===== config.mk =====
export PLATFORM = sky130hd
export DESIGN_NAME = lsf_controller
export DESIGN_NICKNAME = d
export VERILOG_FILES = /design/src/rtl/least_squares_line_fit_unit_macros.svh /design/src/rtl/lsf_pkg.sv /design/src/rtl/lsf_controller.sv
export SDC_FILE = /design/constraint.sdc
export NUM_CORES = 1
export LEC_CHECK = 0
export BUFFER_PORTS_ARGS = -buffer_cell sky130_fd_sc_hd__buf_2
export CAP_MARGIN = 5
export CORE_ASPECT_RATIO = 1.1
export CORE_MARGIN = 4
export CORE_UTILIZATION = 45
export DETAILED_ROUTE_END_ITERATION = 8
export GPL_ROUTABILITY_DRIVEN = 0
export GPL_TIMING_DRIVEN = 0
export HOLD_SLACK_MARGIN = 0.12
export PLACE_DENSITY = 0.73
export SYNTH_ARGS = -nofsm -noshare
export SYNTH_HDL_FRONTEND = slang
export SYNTH_SLANG_ARGS = --single-unit

===== constraint.sdc =====
create_clock -name clk -period 2.8 [get_ports clk]
set_input_delay 0.56 -clock clk [delete_from_list [all_inputs] [get_ports clk]]
set_output_delay 0.56 -clock clk [all_outputs]
set_load 0.1 [all_outputs]

===== src/rtl/least_squares_line_fit_unit_macros.svh =====
// Assertion macros shared by the line fit unit
`ifndef LEAST_SQUARES_LINE_FIT_UNIT_MACROS_SVH
`define LEAST_SQUARES_LINE_FIT_UNIT_MACROS_SVH

// consequent must hold in the same cycle as the antecedent
`define LSF_ASSERT_SAME(label, clk, rst_n, ante, cons) \
	label: assert property (@(posedge clk) disable iff (!rst_n) (ante) |-> (cons)) \
		else $error("line fit unit: same-cycle check failed");

// consequent must hold in the cycle after the antecedent
`define LSF_ASSERT_NEXT(label, clk, rst_n, ante, cons) \
	label: assert property (@(posedge clk) disable iff (!rst_n) (ante) |=> (cons)) \
		else $error("line fit unit: next-cycle check failed");

`endif


===== src/rtl/lsf_pkg.sv =====
// Package: types, constants and the solve program of the line fit unit
`timescale 1ns / 1ps
`default_nettype none
package lsf_pkg;

	localparam int XY_W            = 16;
	localparam int OUT_W           = 32;
	localparam int R2_W            = 17;
	localparam int STATUS_W        = 2;
	localparam int Q_FRAC          = 16;
	localparam int R2_ONE          = 65536;
	localparam int DEF_MAX_SAMPLES = 128;
	localparam int DEF_SAMPLE_BITS = 16;
	localparam int NUM_STEPS       = 20;
	localparam int PC_W            = 5;

	typedef enum logic [STATUS_W-1:0] {
		STAT_OK       = 2'd0,
		STAT_X_CONST  = 2'd1,
		STAT_Y_CONST  = 2'd2,
		STAT_OVERFLOW = 2'd3
	} status_t;

	typedef enum logic [1:0] {
		OP_MUL,
		OP_SUB,
		OP_DIV
	} op_t;

	typedef enum logic [3:0] {
		SRC_N,
		SRC_SX,
		SRC_SY,
		SRC_SXX,
		SRC_SYY,
		SRC_SXY,
		SRC_T0,
		SRC_T1,
		SRC_CXX,
		SRC_CYY,
		SRC_CXY
	} src_t;

	typedef enum logic [3:0] {
		DST_T0,
		DST_T1,
		DST_CXX,
		DST_CYY,
		DST_CXY,
		DST_MX,
		DST_MY,
		DST_SLOPE,
		DST_ICPT,
		DST_R2
	} dst_t;

	typedef enum logic [1:0] {
		CND_ALWAYS,
		CND_X_VAR,
		CND_XY_VAR
	} cond_t;

	typedef struct packed {
		op_t   op;
		src_t  a;
		src_t  b;
		dst_t  d;
		cond_t cond;
	} step_t;

	typedef enum logic [2:0] {
		CS_ACCUM,
		CS_FLUSH,
		CS_ISSUE,
		CS_WAIT,
		CS_DONE
	} ctl_state_t;

	typedef struct packed {
		logic  accum;
		logic  start_op;
		step_t step;
		logic  load_out;
	} cmd_t;

	typedef struct packed {
		logic busy;
		logic cxx_zero;
		logic cyy_zero;
	} stat_t;

	// solve program: covariances, means, slope, intercept, r squared
	function automatic step_t prog_step(input logic [PC_W-1:0] pc);
		step_t s;
		case (pc)
			5'd0:    s = '{OP_MUL, SRC_N,   SRC_SXX, DST_T0,    CND_ALWAYS};
			5'd1:    s = '{OP_MUL, SRC_SX,  SRC_SX,  DST_T1,    CND_ALWAYS};
			5'd2:    s = '{OP_SUB, SRC_T0,  SRC_T1,  DST_CXX,   CND_ALWAYS};
			5'd3:    s = '{OP_MUL, SRC_N,   SRC_SYY, DST_T0,    CND_ALWAYS};
			5'd4:    s = '{OP_MUL, SRC_SY,  SRC_SY,  DST_T1,    CND_ALWAYS};
			5'd5:    s = '{OP_SUB, SRC_T0,  SRC_T1,  DST_CYY,   CND_ALWAYS};
			5'd6:    s = '{OP_MUL, SRC_N,   SRC_SXY, DST_T0,    CND_ALWAYS};
			5'd7:    s = '{OP_MUL, SRC_SX,  SRC_SY,  DST_T1,    CND_ALWAYS};
			5'd8:    s = '{OP_SUB, SRC_T0,  SRC_T1,  DST_CXY,   CND_ALWAYS};
			5'd9:    s = '{OP_DIV, SRC_SX,  SRC_N,   DST_MX,    CND_ALWAYS};
			5'd10:   s = '{OP_DIV, SRC_SY,  SRC_N,   DST_MY,    CND_ALWAYS};
			5'd11:   s = '{OP_DIV, SRC_CXY, SRC_CXX, DST_SLOPE, CND_X_VAR};
			5'd12:   s = '{OP_MUL, SRC_SY,  SRC_CXX, DST_T0,    CND_X_VAR};
			5'd13:   s = '{OP_MUL, SRC_SX,  SRC_CXY, DST_T1,    CND_X_VAR};
			5'd14:   s = '{OP_SUB, SRC_T0,  SRC_T1,  DST_T0,    CND_X_VAR};
			5'd15:   s = '{OP_MUL, SRC_N,   SRC_CXX, DST_T1,    CND_X_VAR};
			5'd16:   s = '{OP_DIV, SRC_T0,  SRC_T1,  DST_ICPT,  CND_X_VAR};
			5'd17:   s = '{OP_MUL, SRC_CXY, SRC_CXY, DST_T0,    CND_XY_VAR};
			5'd18:   s = '{OP_MUL, SRC_CXX, SRC_CYY, DST_T1,    CND_XY_VAR};
			5'd19:   s = '{OP_DIV, SRC_T0,  SRC_T1,  DST_R2,    CND_XY_VAR};
			default: s = '{OP_SUB, SRC_T0,  SRC_T0,  DST_T0,    CND_ALWAYS};
		endcase
		return s;
	endfunction

endpackage
`default_nettype wire


===== src/rtl/lsf_controller.sv =====
// Controller: accept pairs, step through the solve program, hand over results
`timescale 1ns / 1ps
`default_nettype none
module lsf_controller (
	input  logic            clk,
	input  logic            arst_n,
	input  logic            in_valid,
	input  logic            in_last,
	output logic            in_ready,
	input  logic            out_ready,
	output logic            out_valid,
	output lsf_pkg::cmd_t   cmd,
	input  lsf_pkg::stat_t  stat
);
	import lsf_pkg::*;

	ctl_state_t       state_q, state_d;
	logic [PC_W-1:0]  pc_q, pc_d;
	logic             out_valid_q;
	logic             cond_ok;
	logic             last_step;

	always_ff @(posedge clk or negedge arst_n) begin
		if (!arst_n) begin
			state_q     <= CS_ACCUM;
			pc_q        <= '0;
			out_valid_q <= 1'b0;
		end else begin
			state_q <= state_d;
			pc_q    <= pc_d;
			if (cmd.load_out) begin
				out_valid_q <= 1'b1;
			end else if (out_ready) begin
				out_valid_q <= 1'b0;
			end
		end
	end

	assign last_step = (pc_q == PC_W'(NUM_STEPS - 1));

	always_comb begin
		state_d      = state_q;
		pc_d         = pc_q;
		in_ready     = 1'b0;
		cmd.accum    = 1'b0;
		cmd.start_op = 1'b0;
		cmd.load_out = 1'b0;
		cmd.step     = prog_step(pc_q);
		case (cmd.step.cond)
			CND_ALWAYS: cond_ok = 1'b1;
			CND_X_VAR:  cond_ok = !stat.cxx_zero;
			CND_XY_VAR: cond_ok = !stat.cxx_zero && !stat.cyy_zero;
			default:    cond_ok = 1'b1;
		endcase
		case (state_q)
			CS_ACCUM: begin
				in_ready  = 1'b1;
				cmd.accum = in_valid;
				if (in_valid && in_last) begin
					state_d = CS_FLUSH;
				end
			end
			CS_FLUSH: begin
				pc_d    = '0;
				state_d = CS_ISSUE;
			end
			CS_ISSUE: begin
				if (cond_ok) begin
					cmd.start_op = 1'b1;
					state_d      = CS_WAIT;
				end else if (last_step) begin
					state_d = CS_DONE;
				end else begin
					pc_d = pc_q + 1'b1;
				end
			end
			CS_WAIT: begin
				if (!stat.busy) begin
					if (last_step) begin
						state_d = CS_DONE;
					end else begin
						pc_d    = pc_q + 1'b1;
						state_d = CS_ISSUE;
					end
				end
			end
			CS_DONE: begin
				if (!out_valid_q || out_ready) begin
					cmd.load_out = 1'b1;
					state_d      = CS_ACCUM;
				end
			end
			default: begin
				state_d = CS_ACCUM;
			end
		endcase
	end

	assign out_valid = out_valid_q;
endmodule
`default_nettype wire


==> results.ini, run 1 <==
[min_path]
worstHoldPathType = in2async

[global_route]
grt_usage_pct = 20.64
antenna_found_initial = 0
met1_usage_pct = 26.94
grt_start_max_net_pins = 11
met3_usage_pct = 2.771
use_met2_pct = 35.73
grt_overflow_total = 0
grt_first_pass_wirelength_mm = 5.043
grt_pass1_vias = 1119
busiest_layer = met2

[run]
drv_cap = 0

[routing]
ant_nets = 0
vias = 1177
avgRoutedWirePerCell_microns = 14.51
drt_first_pass_iters = 4
first_iter_violations = 32
drt-total-wl_mm = 2.975
avgViaCountPerCell = 5.741
drc_errors = 0

[floorplan]
die_h_microns = 58.99
dieArea_sq_um = 3206
die_x_microns = 54.35
row_count = 18
core_sq_um = 2252
initial_core_util_pct = 47.22
ios = 29

[synth]
synth_edf_count = 0
async_flop_share_pct = 100.0
synth_flop_cell = dfrtp_1
syn-instance-count = 137
ys_types = 43
ys_ff_latch = 9
ys_warn_count = 0
syn-num-nets = 155
yosysSeqAreaShare_pct = 21.18
syn_area_sq_um = 1064
postSynthAreaPerCell_sq_um = 7.763

[cells_and_area]
drive_gt1_share_pct = 46.86
syn_to_final_growth_pct = 43.18
antenna_cells = 0
final_nets = 194

[timing]
hold_ws_ps = 145.7
min_period_ps = 2892
fmaxAchievable_ghz = 0.3458
worst_slew_pin_slew_ps = 493.8
fin_skew_ps = 5.382
slew_violations = 0
setup_viol = 1
max_slew_margin_pct = 67.30
finalCritPeriodShare_pct = 103.3
hold_viol = 0
finalWorstSetupSlack_ps = -91.72
rsz0062_at_grt = true

[critical_path]
crit_type = reg2out
critPathRequiredTime_ps = 2240
reg2reg_from = pc_q[1]$_DFFE_PN0P_
reg2reg_depth = 10
worstSetupEndpointType = output pin
arrival_ps = 2330
critical_path.startpoint = pc_q[1]$_DFFE_PN0P_
cp_max_fo = 4
cp-start-kind = register

[cts]
cts_max_level = 1
cts.sinks = 9
numCtsBuffers = 3
root_buffer = clkbuf_4
cts.clk_slew.worst_paths_ps = 60
insertion_delay_ps = 250
cts_max_path_buffers = 2
cts_tree = yes

[status]
violations = setup timing
outcome = finished, violations left

[placement]
io_buffers = 28
hpwl_mm = 2.130

==> flip-flops by register name, summed over array words and instances, names as in the netlist <==
name	cells
pc_q	5
state_q	3
out_valid	1
==> critical path: stages, from the launching register on <==
cell and delay, ps:
dfrtp_2 420, buf_8 120, inv_6 40, ha_4 140
or3_4 360, ha_4 170, nor2b_4 120, or3_4 360
and3_4 190, buf_12 160
==> final timing paths <==
kind | to | slack (ps)
max | cmd[17] | -90
min in group clk | out_valid$_DFFE_PN0P_ | 550
min reg2reg | out_valid$_DFFE_PN0P_ | 550
min | state_q[0]$_DFFE_PN0P_ | 150
max in group asynchronous | pc_q[0]$_DFFE_PN0P_ | 2450
max reg2reg | pc_q[0]$_DFFE_PN0P_ | 270
==> stage by stage <==
step,setup slack (ps),cells,util [%],instance area (sq um),setup TNS [ps]
after global placement,-252.0,195,59.22,1334,-252.0
after global routing,-153.6,205,67.61,1523,-202.0
after CTS,-157.4,204,66.39,1495,-157.4
final,-91.72,205,67.61,1523,-91.72
after floorplan,-635.2,137,-,1156,-1849
after detailed placement,-293.2,195,59.22,1334,-293.2
==> Yosys cell counts (2+ instances only) <==
cell type | number | area share (%)
nand2b_1 | 5 | 2.9
nand2_1 | 12 | 4.2
nand3b_1 | 2 | 1.4
buf_1 | 2 | 0.71
buf_2 | 4 | 1.9
dfrtp_1 | 9 | 21
clkbuf_1 | 4 | 1.4
a21oi_1 | 4 | 1.9
nor2_1 | 13 | 4.6
nor3_1 | 2 | 0.94
and3_1 | 2 | 1.2
nor3b_1 | 4 | 2.8
a31oi_1 | 3 | 1.8
nand3_1 | 5 | 2.4
inv_1 | 10 | 3.5
ha_1 | 10 | 12
mux2i_1 | 7 | 6.6
o21ai_0 | 10 | 4.7
o22ai_1 | 4 | 2.4
a211oi_1 | 2 | 1.4
==> per-layer routing <==
metal,part of all wire (%),vias to the layer above,routed length (microns)
li1,-,564,-
met1,41,573,1222
met2,53,36,1567
met3,5.2,4,155
met4,1.0,0,30
met5,0,-,0
==> cells by family (layout without fill, tap and decap cells) <==
kind of cell | Yosys count | in the layout | synth area share [%]
buffers and inverters | 21 | 59 | 7.882
muxes | 9 | 9 | 10.12
AOI/OAI and AO/OA | 36 | 36 | 23.18
xor gates and xnor gates | 1 | 1 | 0.8237
and+or+nand+nor | 51 | 51 | 25.06
adders and majority gates | 10 | 10 | 11.76
DFF | 9 | 9 | 21.18
==> cells in the final DEF, fill, tap and decap left out, types with 3 or more instances in the layout <==
cell type / count
nand3_1: 5
clkbuf_1: 3
nand2b_1: 3
o22ai_1: 3
mux2i_1: 7
dfrtp_1: 7
inv_1: 6
ha_4: 3
buf_4: 7
o21ai_0: 7
a21oi_1: 3
ha_1: 4
ha_2: 3
buf_2: 27
nor3b_1: 3
clkbuf_4: 5
nand2_1: 12
nor2_1: 10
==> what timing repair did <==
| action | in CTS | in global routing |
|---|---|---|
| setup buffers | 6 | 1 |
| hold buffers | 0 | 0 |
| pin swaps | 5 | 4 |
| resized for setup | 23 | 9 |
| setup endpoints to repair | 5 | 8 |
==> final cells by class <==
type	instances	area, sq um
plain buffers	9	57.56
clock buffers	4	26.28
fillers	185	729.5
inverters	11	51.30
multi-input cells	107	903.4
flip-flops and latches	9	227.7
well taps	30	37.54
repair buffers	35	219.0
Power of run 1 is left out: the tool's default activity adds up to more than one toggle a clock period on the data nets, which glitch-free logic cannot reach.
==> run 2, diff against run 1 <==
Settings changed: CORE_UTILIZATION 45 to 47, PLACE_DENSITY 0.73 to 0.76.
==> run 2 against run 1 <==
  * The run still ends with setup timing left
  * Global-route usage rose by 2.1 points
  * Critical path depth decreased by 1
  * Core utilization is 7.2 points higher
  * Cell count grew 1.5%
  * Die area shrank 3.7%
  * Register-to-register slack about the same
  * Wire length grew 7.7%
  * Setup slack worse by 19 ps
  * First-iteration DRC count rose by 13%
  * Cell area up 2.4%
  * Maximum frequency is 0.67% lower
  * Critical path type unchanged
  * Highest routed layer unchanged
==> results.ini, run 2 (same netlist as run 1, synthesis figures left out) <==
[cells_and_area]
final_util_pct = 74.79
fill_cells = 177
final_common_cell = buf_2
largest-register = pc_q
fin_area_sq_um = 1559
multi_input_area_sq_um = 908.4
antenna_cells = 0
largest_reg_flops = 5
drive_gt1_share_pct = 48.89
final_nets = 199
syn_to_final_growth_pct = 46.59
layout.area.seq_sq_um = 227.7
mostFrequentLayoutCells = buf_2 (28), buf_4 (13), nand2_1 (12)

[routing]
drt-total-wl_mm = 3.204
ant_nets = 0
first_iter_violations = 36
drc_errors = 0
avgRoutedWirePerCell_microns = 15.40
avgViaCountPerCell = 5.750
drt_first_pass_iters = 4
vias = 1196

[global_route]
grt_first_pass_wirelength_mm = 5.382
grt_pass1_vias = 1174
antenna_found_initial = 0
grt_start_max_net_pins = 11
grt_overflow_total = 0
grt_usage_pct = 22.76

[critical_path]
crit_type = reg2out
cp_num_cells = 8
arrival_ps = 2350
cp_slowest_cell = or3_4
cpMostUsedCell = or3_4
crit_chain = buf_6, nand2b_4, or3_4, ha_4, nor2b_4, or3_4, and3_4, buf_12
crit_buf_inv = 2
cp_top_family = simple AND/OR/NAND/NOR gates
worstSetupEndpointType = output pin
max_stage_delay_ps = 410
reg2reg_from = pc_q[3]$_DFFE_PN0P_
critical_path.startpoint = pc_q[3]$_DFFE_PN0P_
reg2reg_depth = 9
cp_max_fo = 5
cp-start-kind = register
critPathRequiredTime_ps = 2240

[timing]
finalWorstSetupSlack_ps = -111.1
finalCritPeriodShare_pct = 104.0
hold_viol = 0
slew_violations = 0
fin_skew_ps = 8.205
worst_slew_pin_slew_ps = 532.6
min_period_ps = 2911
fmaxAchievable_ghz = 0.3435
max_slew_margin_pct = 64.50
rsz0062_at_grt = true
fin_setup_tns_ps = -111.1
setup_viol = 1

[floorplan]
initial_core_util_pct = 51.02
dieArea_sq_um = 3089
die_x_microns = 53.36
core_sq_um = 2085
die_h_microns = 57.89
ios = 29
row_count = 17

[status]
violations = setup timing
outcome = finished, violations left

[cts]
cts_max_level = 1
cts_tree = yes
numCtsBuffers = 3
cts_hold_buf = 0
cts.sinks = 9
cts_max_path_buffers = 2
cts.clk_slew.worst_paths_ps = 70
root_buffer = clkbuf_4
insertion_delay_ps = 270

[run]
drv_cap = 0

[placement]
placed_area_sq_um = 1331
hpwl_mm = 2.207
io_buffers = 28
dpl_worst_slack_ps = -346.2

[min_path]
worstHoldPathType = in2async

==> run 2: cell types whose count changed in the layout (fill, tap and decap cells not counted) <==
cell	previous run	this run
buf_1	1	2
ha_2	3	5
buf_2	27	28
ha_1	4	2
clkbuf_4	5	3
clkbuf_2	1	0
buf_4	7	13
==> run 2: through the flow <==
stage	cells	hold WS (ps)
2_1_floorplan	137	264.4
3_3_place_gp	193	418.2
4_1_cts	205	134.2
3_5_place_dp	193	422.0
6_report	208	124.6
5_1_grt	208	143.5
==> run 2: what timing repair did <==
item	in CTS	in global routing
resized for setup	24	9
pin swaps	5	4
endpoints found under the hold margin	0	0
endpoints found under the setup margin	7	6
buffers inserted	9	3
==> run 2: worst reg2reg max path: cells and delay by family (launching register included) <==
family	cells	cell delay [ps]
and+or+nand+nor	4	1050
DFF	1	380
muxes	1	320
buffers and inverters	2	280
AOI/OAI and AO/OA	1	220
adders and majority gates	1	170
==> run 2: path summary, 6_finish.rpt <==
| path | endpoint | slack [ps] |
|---|---|---|
| setup / recovery | cmd[17] | -110 |
| hold / removal | state_q[2]$_DFFE_PN0P_ | 120 |
| setup reg to reg | pc_q[0]$_DFFE_PN0P_ | 260 |
| hold reg to reg | out_valid$_DFFE_PN0P_ | 550 |
| max in group asynchronous | pc_q[0]$_DFFE_PN0P_ | 2470 |
| min in group clk | out_valid$_DFFE_PN0P_ | 550 |
==> run 2: area by class of cell <==
cell class	count	share of cell area [%]
plain buffers	9	3.612
multi-input cells	107	58.27
flip-flops and latches	9	14.61
repair buffers	40	16.29
well taps	28	2.247
inverters	11	3.291
clock buffers	4	1.685
==> run 2: metal layers <==
layer / up-vias / part of all wire, % / wire [microns] / GRT usage [%]
li1: 579 / - / - / -
met1: 570 / 40 / 1283 / 28.80
met2: 42 / 53 / 1695 / 38.35
met3: 5 / 5.6 / 180 / 2.571
met4: 0 / 1.4 / 46 / 9.489
met5: - / 0 / 0 / 0
Power of run 2 is left out for the same reason.
